File: src/rtl/assert_macros.svh
// ----------------------------------------------------------------------------
// assert_macros.svh
// shared concurrent assertion macros, clocked on clk and disabled in reset
// ----------------------------------------------------------------------------
`ifndef ASSERT_MACROS_SVH
`define ASSERT_MACROS_SVH

// property that must hold at every clock edge
`define ASSERT_ALWAYS(lbl, expr) \
    lbl: assert property (@(posedge clk) disable iff (!rst_n) (expr)) \
        else $error("assertion failed: invariant");

// condition in one cycle implies a consequence in the next
`define ASSERT_NEXT(lbl, ante, cons) \
    lbl: assert property (@(posedge clk) disable iff (!rst_n) (ante) |=> (cons)) \
        else $error("assertion failed: next-cycle property");

`endif

File: src/rtl/cagr_pkg.sv
// ----------------------------------------------------------------------------
// cagr_pkg
// types, codes and command/status structs of the call-aware reachability unit
// ----------------------------------------------------------------------------
package cagr_pkg;

    localparam int CAGR_MAX_VERTICES = 64;
    localparam int VERTEX_W          = 6;
    localparam int COUNT_W           = 7;
    localparam int MAX_COUNT         = 1 << VERTEX_W;

    typedef enum logic [1:0] {
        FUNC_WRITE   = 2'd0,
        FUNC_REACH   = 2'd1,
        FUNC_CLOSURE = 2'd2
    } func_t;

    localparam logic [1:0] KIND_NONE   = 2'd0;
    localparam logic [1:0] KIND_PLAIN  = 2'd1;
    localparam logic [1:0] KIND_CALL   = 2'd2;
    localparam logic [1:0] KIND_RETURN = 2'd3;

    typedef struct packed {
        logic [1:0]          func;
        logic [VERTEX_W-1:0] src;
        logic [VERTEX_W-1:0] dst;
        logic [1:0]          kind;
    } item_t;

    typedef struct packed {
        logic               reached;
        logic [COUNT_W-1:0] closure_count;
    } result_t;

    typedef enum logic [1:0] {
        RES_ZERO  = 2'd0,
        RES_ONE   = 2'd1,
        RES_REACH = 2'd2,
        RES_COUNT = 2'd3
    } res_sel_t;

    typedef struct packed {
        logic     load_item;
        logic     clr_wr;
        logic     wr_edge;
        logic     seen_init;
        logic     sweep_issue;
        logic     changed_clr;
        logic     cnt_clear;
        logic     cnt_step;
        logic     count_step;
        logic     load_result;
        res_sel_t res_sel;
    } ctrl_cmd_t;

    typedef struct packed {
        logic in_is_write;
        logic in_is_reach;
        logic in_is_closure;
        logic in_src_ok;
        logic in_dst_ok;
        logic in_same;
        logic cnt_last;
        logic changed;
        logic item_closure;
    } dp_status_t;

endpackage

File: src/rtl/cagr_ctrl.sv
// ----------------------------------------------------------------------------
// cagr_ctrl
// sequencer: clearing pass, edge writes, frontier sweeps, counting, result
// ----------------------------------------------------------------------------
module cagr_ctrl
    import cagr_pkg::*;
(
    input  logic       clk,
    input  logic       rst_n,
    input  logic       item_valid,
    output logic       item_stall,
    output logic       result_valid,
    input  logic       result_stall,
    input  dp_status_t status,
    output ctrl_cmd_t  cmd
);

    typedef enum logic [6:0] {
        ST_CLEAR = 7'b0000001,
        ST_IDLE  = 7'b0000010,
        ST_WRITE = 7'b0000100,
        ST_SWEEP = 7'b0001000,
        ST_TAIL  = 7'b0010000,
        ST_COUNT = 7'b0100000,
        ST_DONE  = 7'b1000000
    } state_t;

    state_t   state_reg, state_next;
    res_sel_t res_reg, res_next;
    logic     out_valid_reg, out_valid_next;

    always_comb
    begin
        state_next     = state_reg;
        res_next       = res_reg;
        out_valid_next = out_valid_reg && result_stall;
        cmd            = '0;
        cmd.res_sel    = res_reg;

        case (state_reg)
            ST_CLEAR:
            begin
                cmd.clr_wr   = 1'b1;
                cmd.cnt_step = 1'b1;
                if (status.cnt_last)
                begin
                    cmd.cnt_clear = 1'b1;
                    state_next    = ST_IDLE;
                end
            end
            ST_IDLE:
            begin
                if (item_valid)
                begin
                    cmd.load_item = 1'b1;
                    res_next      = RES_ZERO;
                    state_next    = ST_DONE;
                    if (status.in_is_write)
                    begin
                        if (status.in_src_ok && status.in_dst_ok)
                        begin
                            state_next = ST_WRITE;
                        end
                    end
                    else if (status.in_is_reach || status.in_is_closure)
                    begin
                        if (status.in_src_ok)
                        begin
                            if (status.in_is_reach && status.in_same)
                            begin
                                res_next = RES_ONE;
                            end
                            else
                            begin
                                cmd.seen_init = 1'b1;
                                cmd.cnt_clear = 1'b1;
                                state_next    = ST_SWEEP;
                            end
                        end
                    end
                end
            end
            ST_WRITE:
            begin
                // read of the row landed this cycle, write it back modified
                cmd.wr_edge = 1'b1;
                state_next  = ST_DONE;
            end
            ST_SWEEP:
            begin
                cmd.sweep_issue = 1'b1;
                cmd.cnt_step    = 1'b1;
                if (status.cnt_last)
                begin
                    cmd.cnt_clear = 1'b1;
                    state_next    = ST_TAIL;
                end
            end
            ST_TAIL:
            begin
                cmd.changed_clr = 1'b1;
                if (status.changed)
                begin
                    state_next = ST_SWEEP;
                end
                else if (status.item_closure)
                begin
                    state_next = ST_COUNT;
                end
                else
                begin
                    res_next   = RES_REACH;
                    state_next = ST_DONE;
                end
            end
            ST_COUNT:
            begin
                cmd.count_step = 1'b1;
                cmd.cnt_step   = 1'b1;
                if (status.cnt_last)
                begin
                    cmd.cnt_clear = 1'b1;
                    res_next      = RES_COUNT;
                    state_next    = ST_DONE;
                end
            end
            ST_DONE:
            begin
                if (!out_valid_reg || !result_stall)
                begin
                    cmd.load_result = 1'b1;
                    out_valid_next  = 1'b1;
                    state_next      = ST_IDLE;
                end
            end
            default:
            begin
                state_next = ST_CLEAR;
            end
        endcase
    end

    always_ff @(posedge clk or negedge rst_n)
    begin
        if (!rst_n)
        begin
            state_reg     <= ST_CLEAR;
            res_reg       <= RES_ZERO;
            out_valid_reg <= 1'b0;
        end
        else
        begin
            state_reg     <= state_next;
            res_reg       <= res_next;
            out_valid_reg <= out_valid_next;
        end
    end

    assign item_stall   = (state_reg != ST_IDLE);
    assign result_valid = out_valid_reg;

endmodule

File: config.mk
export PLATFORM = sky130hd
export DESIGN_NAME = cagr_ctrl
export DESIGN_NICKNAME = d
export VERILOG_FILES = /design/src/rtl/assert_macros.svh /design/src/rtl/cagr_pkg.sv /design/src/rtl/cagr_ctrl.sv
export SDC_FILE = /design/constraint.sdc
export NUM_CORES = 1
export LEC_CHECK = 0
export BUFFER_PORTS_ARGS = -buffer_cell sky130_fd_sc_hd__buf_2
export CORE_MARGIN = 2
export CORE_UTILIZATION = 50
export DETAILED_ROUTE_END_ITERATION = 8
export PLACE_DENSITY = 0.78
export RECOVER_POWER = 50
export SLEW_MARGIN = 20
export SYNTH_ARGS = -nofsm -noshare
export SYNTH_HDL_FRONTEND = slang
export SYNTH_SLANG_ARGS = --single-unit
File: constraint.sdc
create_clock -name clk -period 2.4 [get_ports clk]
set_input_delay 0.48 -clock clk [delete_from_list [all_inputs] [get_ports clk]]
set_output_delay 0.48 -clock clk [all_outputs]
set_load 0.01 [all_outputs]
==> results of run 1 <==
## metal layers
metal	part of all wire	track usage	vias up
met5	0	0	-
met4	0.022	0.109	0
met3	0.081	0.0588	6
met2	0.48	0.353	42
met1	0.42	0.303	423
li1	-	-	441
## layout make-up
type	instances	area (um2)	area share
clock buffer	4	36.3	0.0320
inverter	9	33.8	0.0298
multi-input combinational	76	569	0.502
sequential	10	254	0.224
tap	25	31.3	0.0276
timing repair buffer	37	210	0.185
## synthesized netlist by cell type (2+ instances only)
library cell / count / area share
a21oi_1: 4 / 0.022
a31o_2: 2 / 0.020
buf_6: 5 / 0.063
dfrtp_1: 9 / 0.25
inv_1: 9 / 0.038
nand2_1: 9 / 0.038
nand3_1: 3 / 0.017
nor2_1: 12 / 0.050
nor3_1: 4 / 0.022
nor4_1: 3 / 0.021
nor4b_1: 2 / 0.020
o211ai_1: 3 / 0.025
o21a_1: 2 / 0.017
o2bb2ai_1: 2 / 0.020
or4_4: 2 / 0.025
xnor2_1: 2 / 0.020
## metrics by stage
stage | power [mW] | hold slack [ns] | setup slack, ns
2_1_floorplan | 0.693 | 0.184 | 0.265
3_3_place_gp | 0.824 | 0.359 | 0.217
5_1_grt | 1.15 | 0.223 | -0.0341
4_1_cts | 1.02 | 0.0598 | 0.000409
6_report | 1.09 | 0.155 | 0.0250
3_5_place_dp | 0.831 | 0.361 | 0.181
## power groups by stage
stage               combinational, mW  sequential (mW)  clock, mW
finish                          0.635            0.291      0.165
global route                    0.687            0.299      0.167
CTS                             0.570            0.288      0.163
detailed placement              0.543            0.289          0
global placement                0.539            0.285          0
floorplan                       0.439            0.254          0
## worst max-delay path, stage by stage (launching register included)
cell and delay, ns:
dfrtp_2 0.45, or4_4 0.59, a211oi_2 0.29, o2bb2ai_2 0.14, buf_2 0.14
## cells by family after synthesis
kind of cell | count (synthesis)
AND/OR/NAND/NOR | 48
AO/OA/AOI/OAI | 23
multiplexers | 2
flip-flops | 10
XOR/XNOR | 3
buffers and inverters | 16
## what timing repair did
action | 4_1_cts | 5_1_grt
gates cloned | 0 | 0
setup endpoints to repair | 3 | 4
pin swaps | 1 | 2
gates resized for setup | 6 | 3
endpoints found under the hold margin | 0 | 0
setup buffers | 0 | 7
## final timing paths
kind	end	slack [ns]	depth (start not counted)
setup / recovery	cmd[5]	0.03	4
hold / removal	res_reg[0]$_DFFE_PN0P_	0.15	1
setup reg to reg	state_reg[4]$_DFFE_PN0P_	0.44	5
hold reg to reg	res_reg[1]$_DFFE_PN0P_	0.51	1
max in group asynchronous	state_reg[6]$_DFFE_PN0P_	1.84	1
min in group clk	state_reg[1]$_DFFE_PN0P_	0.44	2
==> metrics.txt, run 1 <==
pwr dens 961 nW/um2; H-tree Lvls 1; Die Span X 46.2 um; number of synthesis warnings 0; final std cells w/o fill 161; Post-Synth Adder-Cell Area 0; violation count after the first detailed-route iteration 24; synthesized flop and latch total 10; area post-placement around 1000 um2; DR WL/cell around 14 um; initial core utilization 0.522; CTS sink count 10; worst hold path type input port to asynchronous set/reset pin; Synth Area per Inst 8.75 um2; Final Hold Fails 0; Peak supply drop between 0.6 and 0.7 mV; max cap viols 0; Sequential Power Share 0.266; Port Buffers 26; die area 2140 um2; Worst Setup End Kind primary output; P_leak 0.563 nW; Setup TNS Final 0 ns; CTS tree yes; die height 46.2 um; RSZ-0062 raised after global routing true; post-layout util 0.664; clk buf depth 2; Psw ~0.48 mW; Clk pwr share 0.151; total routed wirelength 2310 um; Critical Path Start state_reg[6]$_DFFE_PN0P_; root buffer cell clkbuf_4; fin crit share 0.990; synthesized area 892 um2; Ports 27; commonest non-fill, non-tap cell in the layout buf_2; antenna cells 0; Fillers 128; most frequent cells in the layout buf_2, nor2_1, buf_4; grt ovf 0; first-pass GRT wire length 3480 um; fin nets 150; via count 912; Area Growth Syn to Fin 27.2%; Crit Path Class flop to primary output; slew margin rel. 0.623; clk_lat worst skew 0.28 ns; CTS Buf Count 3; dominant synthesized flop cell dfrtp_1; Mapped Cells 102; 1st-pass router iterations 7; share of layout cells above drive strength 1 0.434; number of global-route vias before repair slightly below 800; gr usage total 0.232; combinational fraction of design power 0.582; FF-to-FF Start state_reg[6]$_DFFE_PN0P_; Int Pwr 0.615 mW; Worst-Margin Slew 0.565 ns; critical path required time about 1.9 ns; Post-synth EDFFs 0; sequential area share after synthesis 0.282; Synth Area in XOR/XNOR 0.0295; clock transition at the registers of the reported paths 0.08 ns; fmax 421 MHz; Worst EP arrival 1.89 ns; final antenna-violating net count 0; vias per cell 5.66; drt drc 0; Final setup viols 0; switching share of total power 0.436; startpoint types flop; DP Cell Count 150; outcome finished, final reports clean; simple logic cell fraction of the synthesized area 0.318; largest family of logic cells by synthesized area simple AND/OR/NAND/NOR gates; syn nets 115; max reg flops 7; mux cell area share after synthesis 0.0281; Worst Path Max Fanout 7; Slew Limit Fails 0; # hold bufs at CTS 0; largest net degree at the start of global routing 14; minimum clock period between 2 and 2.5 ns; Synth Area in Compound Gates 0.222; Detail Placement HPWL 1650 um; row cnt 15; initial antenna violation count 0; Final Cell Area 1130 um2; gpl congestion 0.839; core area about 1700 um2; Worst Clk Skew 0.00363 ns; asr flop ratio synth 1.00; unique cell type count in the Yosys netlist 45
No activity file was read; power rests on OpenSTA's default activity.
==> run 2, diff against run 1 <==
--- a/config.mk
+++ b/config.mk
@@ -11,6 +11,7 @@
 export DETAILED_ROUTE_END_ITERATION = 8
 export PLACE_DENSITY = 0.78
 export RECOVER_POWER = 50
+export SETUP_SLACK_MARGIN = 0.3
 export SLEW_MARGIN = 20
 export SYNTH_ARGS = -nofsm -noshare
 export SYNTH_HDL_FRONTEND = slang
==> metrics.txt, run 2 (same netlist as run 1, synthesis figures left out) <==
max cap viols 0; CTS Buf Count 3; vias per cell 5.72; gr usage total 0.248; fin nets 155; clock transition at the registers of the reported paths 0.07 ns; final antenna-violating net count 0; initial antenna violation count 0; largest net degree at the start of global routing 14; Int Pwr 0.636 mW; Peak supply drop approximately 0.56 mV; die height 46.2 um; H-tree Lvls 1; Ports 27; Final setup viols 0; Worst EP arrival 1.82 ns; Psw approximately 0.5 mW; outcome finished, final reports clean; Sequential Power Share 0.263; grt ovf 0; root buffer cell clkbuf_4; DP Cell Count 150; worst hold path type input port to asynchronous set/reset pin; Port Buffers 26; share of layout cells above drive strength 1 0.440; violation count after the first detailed-route iteration 58; gpl congestion 0.837; Worst Path Max Fanout 5; Slew Limit Fails 0; RSZ-0062 raised after global routing true; row cnt 15; CTS sink count 10; minimum clock period approximately 2.3 ns; initial core utilization 0.522; Worst Setup End Kind primary output; Die Span X 46.2 um; crit path cell chain buf_6, or4_4, a211oi_4, o2bb2ai_2, buf_2; post-layout util 0.699; Fillers 129; 1st-pass router iterations 5; DR WL/cell 14.8 um; slew margin rel. 0.613; commonest non-fill, non-tap cell in the layout buf_2; core area about 1700 um2; Clk pwr share 0.113; final std cells w/o fill 166; switching share of total power 0.438; Area Growth Syn to Fin 33.8%; startpoint types flop; via count 949; fin crit share 0.960; critical path required time 1.92 ns; Worst path slowest cell or4_4; Worst-Margin Slew 0.580 ns; Worst Clk Skew 0.00184 ns; # hold bufs at CTS 0; P_leak 0.578 nW; total routed wirelength between 2000 and 2500 um; fmax 434 MHz; max reg flops 7; most frequent cells in the layout buf_2, buf_4, nor2_1; clk_lat worst skew 0.27 ns; Final Hold Fails 0; combinational fraction of design power 0.624; drt drc 0; critical path's largest stage delay 0.55 ns; antenna cells 0; pwr dens 948 nW/um2; Detail Placement HPWL 1660 um; Fin Hold WS 0.176 ns; CTS tree yes; Crit Path Class flop to primary output; first-pass GRT wire length 3750 um; Setup TNS Final 0 ns; die area 2140 um2; clk buf depth 2; number of global-route vias before repair 848; worst reg-to-reg path cell count 7; Reg2Reg Setup Slack 0.20 ns
==> run 2: final cells by class <==
class,instances,area [um2],area share
multi-input cells,76,578,0.484
repair buffers,42,269,0.225
flip-flops and latches,10,253,0.212
inverters,9,36.3,0.0304
well taps,25,31.3,0.0262
clock buffers,4,26.3,0.0220
==> run 2: worst paths after layout <==
check                                         start                        to
setup / recovery           state_reg[6]$_DFFE_PN0P_                    cmd[5]
hold / removal                                rst_n    result_valid$_DFF_PN0_
setup reg to reg           state_reg[2]$_DFFE_PN0P_  state_reg[4]$_DFFE_PN0P_
hold reg to reg              res_reg[1]$_DFFE_PN0P_    res_reg[1]$_DFFE_PN0P_
max in group asynchronous                     rst_n  state_reg[5]$_DFFE_PN0P_
min in group clk                         item_valid  state_reg[1]$_DFFE_PN0P_
==> run 2: worst max-delay path: cells and delay by family, from the launching register on <==
kind,cells,cell delay [ns]
AOI/OAI and AO/OA,2,0.34
and+or+nand+nor,1,0.55
DFF,1,0.40
buffers and inverters,2,0.26
==> run 2: timing repair <==
| action | 4_1_cts | 5_1_grt |
|---|---|---|
| endpoints found under the hold margin | 0 | 0 |
| gates resized for setup | 15 | 3 |
| setup endpoints to repair | 9 | 10 |
| pin swaps | 6 | 4 |
| setup buffers | 6 | 6 |
==> run 2: per-layer routing <==
| layer | up-vias | wire [um] | global-route usage |
|---|---|---|---|
| li1 | 445 | - | - |
| met1 | 454 | 1020 | 0.313 |
| met2 | 44 | 1240 | 0.419 |
| met3 | 6 | 159 | 0.0471 |
| met4 | 0 | 33 | 0.0857 |
| met5 | - | 0 | 0 |
==> run 2: metrics by stage <==
stage               instance area, um2  total power [mW]  setup slack (ns)
floorplan                          903             0.706             0.312
global placement                  1020             0.812             0.298
detailed placement                1020             0.825             0.260
CTS                               1150              1.08            0.0538
global route                      1190              1.20            0.0244
finish                            1190              1.13            0.0960
==> run 2: power groups by stage <==
stage / logic, mW / clock network (mW) / registers [mW]
after floorplan: 0.453 / 0 / 0.254
after global placement: 0.523 / 0 / 0.289
after detailed placement: 0.532 / 0 / 0.293
after CTS: 0.654 / 0.128 / 0.295
after global routing: 0.761 / 0.135 / 0.305
final: 0.707 / 0.127 / 0.298
==> run 3, diff against run 2 <==
--- a/config.mk
+++ b/config.mk
@@ -5,11 +5,12 @@
 export SDC_FILE = /design/constraint.sdc
 export NUM_CORES = 1
 export LEC_CHECK = 0
+export ABC_AREA = 1
 export BUFFER_PORTS_ARGS = -buffer_cell sky130_fd_sc_hd__buf_2
 export CORE_MARGIN = 2
-export CORE_UTILIZATION = 50
+export CORE_UTILIZATION = 47
 export DETAILED_ROUTE_END_ITERATION = 8
-export PLACE_DENSITY = 0.78
+export PLACE_DENSITY = 0.77
 export RECOVER_POWER = 50
 export SETUP_SLACK_MARGIN = 0.3
 export SLEW_MARGIN = 20
==> metrics.txt, run 3 <==
Port Buffers 26; Post-synth EDFFs 0; synthesized flop and latch total 10; die area around 1900 um2; most frequent CP cell nor2_1; minimum clock period 2.18 ns; number of synthesis warnings 0; initial antenna violation count 0; largest net degree at the start of global routing 11; Critical Path Start state_reg[1]$_DFFE_PN0P_; Ports 27; die height 43.4 um; Worst Clk Skew 0.00304 ns; worst reg-to-reg path cell count 9; Worst EP arrival 1.70 ns; root buffer cell clkbuf_4; Worst path slowest cell dfrtp_1; 1st-pass router iterations 4; critical path required time roughly 1.9 ns; Worst-Margin Slew a little over 0.5 ns; clk_lat worst skew 0.27 ns; Int Pwr between 0.4 and 0.5 mW; gr usage total 0.241; dominant synthesized flop cell dfrtp_1; fin nets 159; antenna cells 0; worst hold path type input port to asynchronous set/reset pin; final std cells w/o fill about 160; share of layout cells above drive strength 1 0.303; CTS Buf Count 3; gpl congestion 0.917; DR WL/cell 12.5 um; combinational fraction of design power 0.591; unique cell type count in the Yosys netlist 23; synthesized area about 730 um2; violation count after the first detailed-route iteration 24; fin crit share 0.910; sequential area share after synthesis 0.344; count leader, synth nand2_1; drt drc 0; Crit Path Class flop to primary output; vias per cell around 5.3; asr flop ratio synth 1.00; critical path's largest stage delay between 0.4 and 0.5 ns; row cnt 14; initial core utilization 0.491; syn nets 125; RSZ-0062 raised after global routing true; Worst Setup EP cmd[6]; Setup TNS Final 0 ns; Clk pwr share 0.133; # hold bufs at CTS 0; most frequent cells in the layout nand2_1, buf_2, nand3_1; core area 1490 um2; total routed wirelength 2010 um; Area Growth Syn to Fin 28.6%; Worst Path Max Fanout 7; Total Power ~0.92 mW; H-tree Lvls 1; pwr dens between 900 and 1000 nW/um2; grt ovf 0; Yosys top cell by area dfrtp_1; Reg2Reg Setup Slack approximately 0.45 ns; Mapped Cells 112; outcome finished, final reports clean; CTS tree yes; switching share of total power 0.482; Final setup viols 0; via count 858; RR Endpoint res_reg[0]$_DFFE_PN0P_; P_leak 0.579 nW; final antenna-violating net count 0; Detail Placement HPWL 1510 um; synth top area cells dfrtp_1, nand2_1, nand3_1; clock transition at the registers of the reported paths 0.06 ns; Psw between 0.4 and 0.5 mW; DP Cell Count 154; max reg flops 7; Peak supply drop 0.584 mV; post-synth top area share 0.308; clk buf depth 2; slew margin rel. 0.659; Die Span X 43.4 um; Final Hold Fails 0; fmax 458 MHz; first-pass GRT wire length 3370 um; FF-to-FF Start state_reg[1]$_DFFE_PN0P_; max cap viols 0; top cells by count, synth nand2_1, nand3_1, inv_1, nor2_1, dfrtp_1; startpoint types flop; Worst Setup End Kind primary output; number of global-route vias before repair ~810; commonest non-fill, non-tap cell in the layout nand2_1; CTS sink count 10; Slew Limit Fails 0; crit path cell chain nor2_1, nand2_2, clkbuf_4, nor2_1, buf_2; Synth Area per Inst approximately 6.5 um2; Sequential Power Share 0.276
## run 3: cell count changes after synthesis, moves of 3 or more
cell / change
nor3_1: -3
nand3_1: +16
a21oi_1: -3
inv_1: +7
o211ai_1: -3
buf_6: -5
nor2_1: +3
nand2_1: +19
nor4_1: -3
o21ai_0: +3
## run 3: kinds of logic (layout without fill, tap and decap cells)
group	after synthesis	count (layout)	synth area share
compound gates	7	7	0.0497
flops	10	10	0.344
buf+inv	19	52	0.101
simple gates	76	76	0.505
## run 3: timing repair
action / in CTS / in global routing
buffers inserted: 2 / 1
endpoints found under the setup margin: 1 / 3
gates resized for setup: 3 / 6
pin swaps: 2 / 3
## run 3: cell type report
class                           count  area (um2)
Timing Repair Buffer               29         148
Multi-Input combinational cell     83         420
Inverter                           19        73.8
Sequential cell                    10         251
Fill cell                         141         549
Clock buffer                        4        26.3
Tap cell                           16        20.0
## run 3: critical path, delay by kind of cell, from the launching register on
family	cells	cell delay [ns]
buf+inv	2	0.36
flops	1	0.41
simple gates	3	0.67
## run 3: stage by stage
step / utilization / hold slack (ns) / cell area, um2 / setup WS [ns]
after floorplan: - / 0.184 / 731 / 0.611
after global placement: 0.592 / 0.347 / 881 / 0.566
after detailed placement: 0.592 / 0.347 / 881 / 0.527
after CTS: 0.628 / 0.0631 / 935 / 0.320
after global routing: 0.631 / 0.180 / 940 / 0.146
final: 0.631 / 0.147 / 940 / 0.216
## run 3: per-layer routing
metal / wire [um] / vias up / share of wire / track usage
li1: - / 422 / - / -
met4: 70 / 0 / 0.035 / 0.115
met2: 967 / 38 / 0.48 / 0.403
met3: 112 / 9 / 0.056 / 0.0417
met5: 0 / - / 0 / 0
met1: 858 / 389 / 0.43 / 0.302
## run 3: worst min-delay path by stage
stage,from,endpoint,depth (start not counted)
2_1_floorplan,rst_n,res_reg[0]$_DFFE_PN0P_,0
3_3_place_gp,rst_n,result_valid$_DFF_PN0_,1
3_5_place_dp,rst_n,result_valid$_DFF_PN0_,1
4_1_cts,rst_n,result_valid$_DFF_PN0_,1
5_1_grt,rst_n,result_valid$_DFF_PN0_,1
6_report,rst_n,result_valid$_DFF_PN0_,1
## run 3: power groups by stage
| stage | Combinational [mW] | Clock, mW | Sequential, mW |
|---|---|---|---|
| 2_1_floorplan | 0.335 | 0 | 0.263 |
| 3_3_place_gp | 0.474 | 0 | 0.255 |
| 3_5_place_dp | 0.488 | 0 | 0.259 |
| 4_1_cts | 0.527 | 0.120 | 0.254 |
| 5_1_grt | 0.606 | 0.136 | 0.260 |
| 6_report | 0.546 | 0.123 | 0.255 |
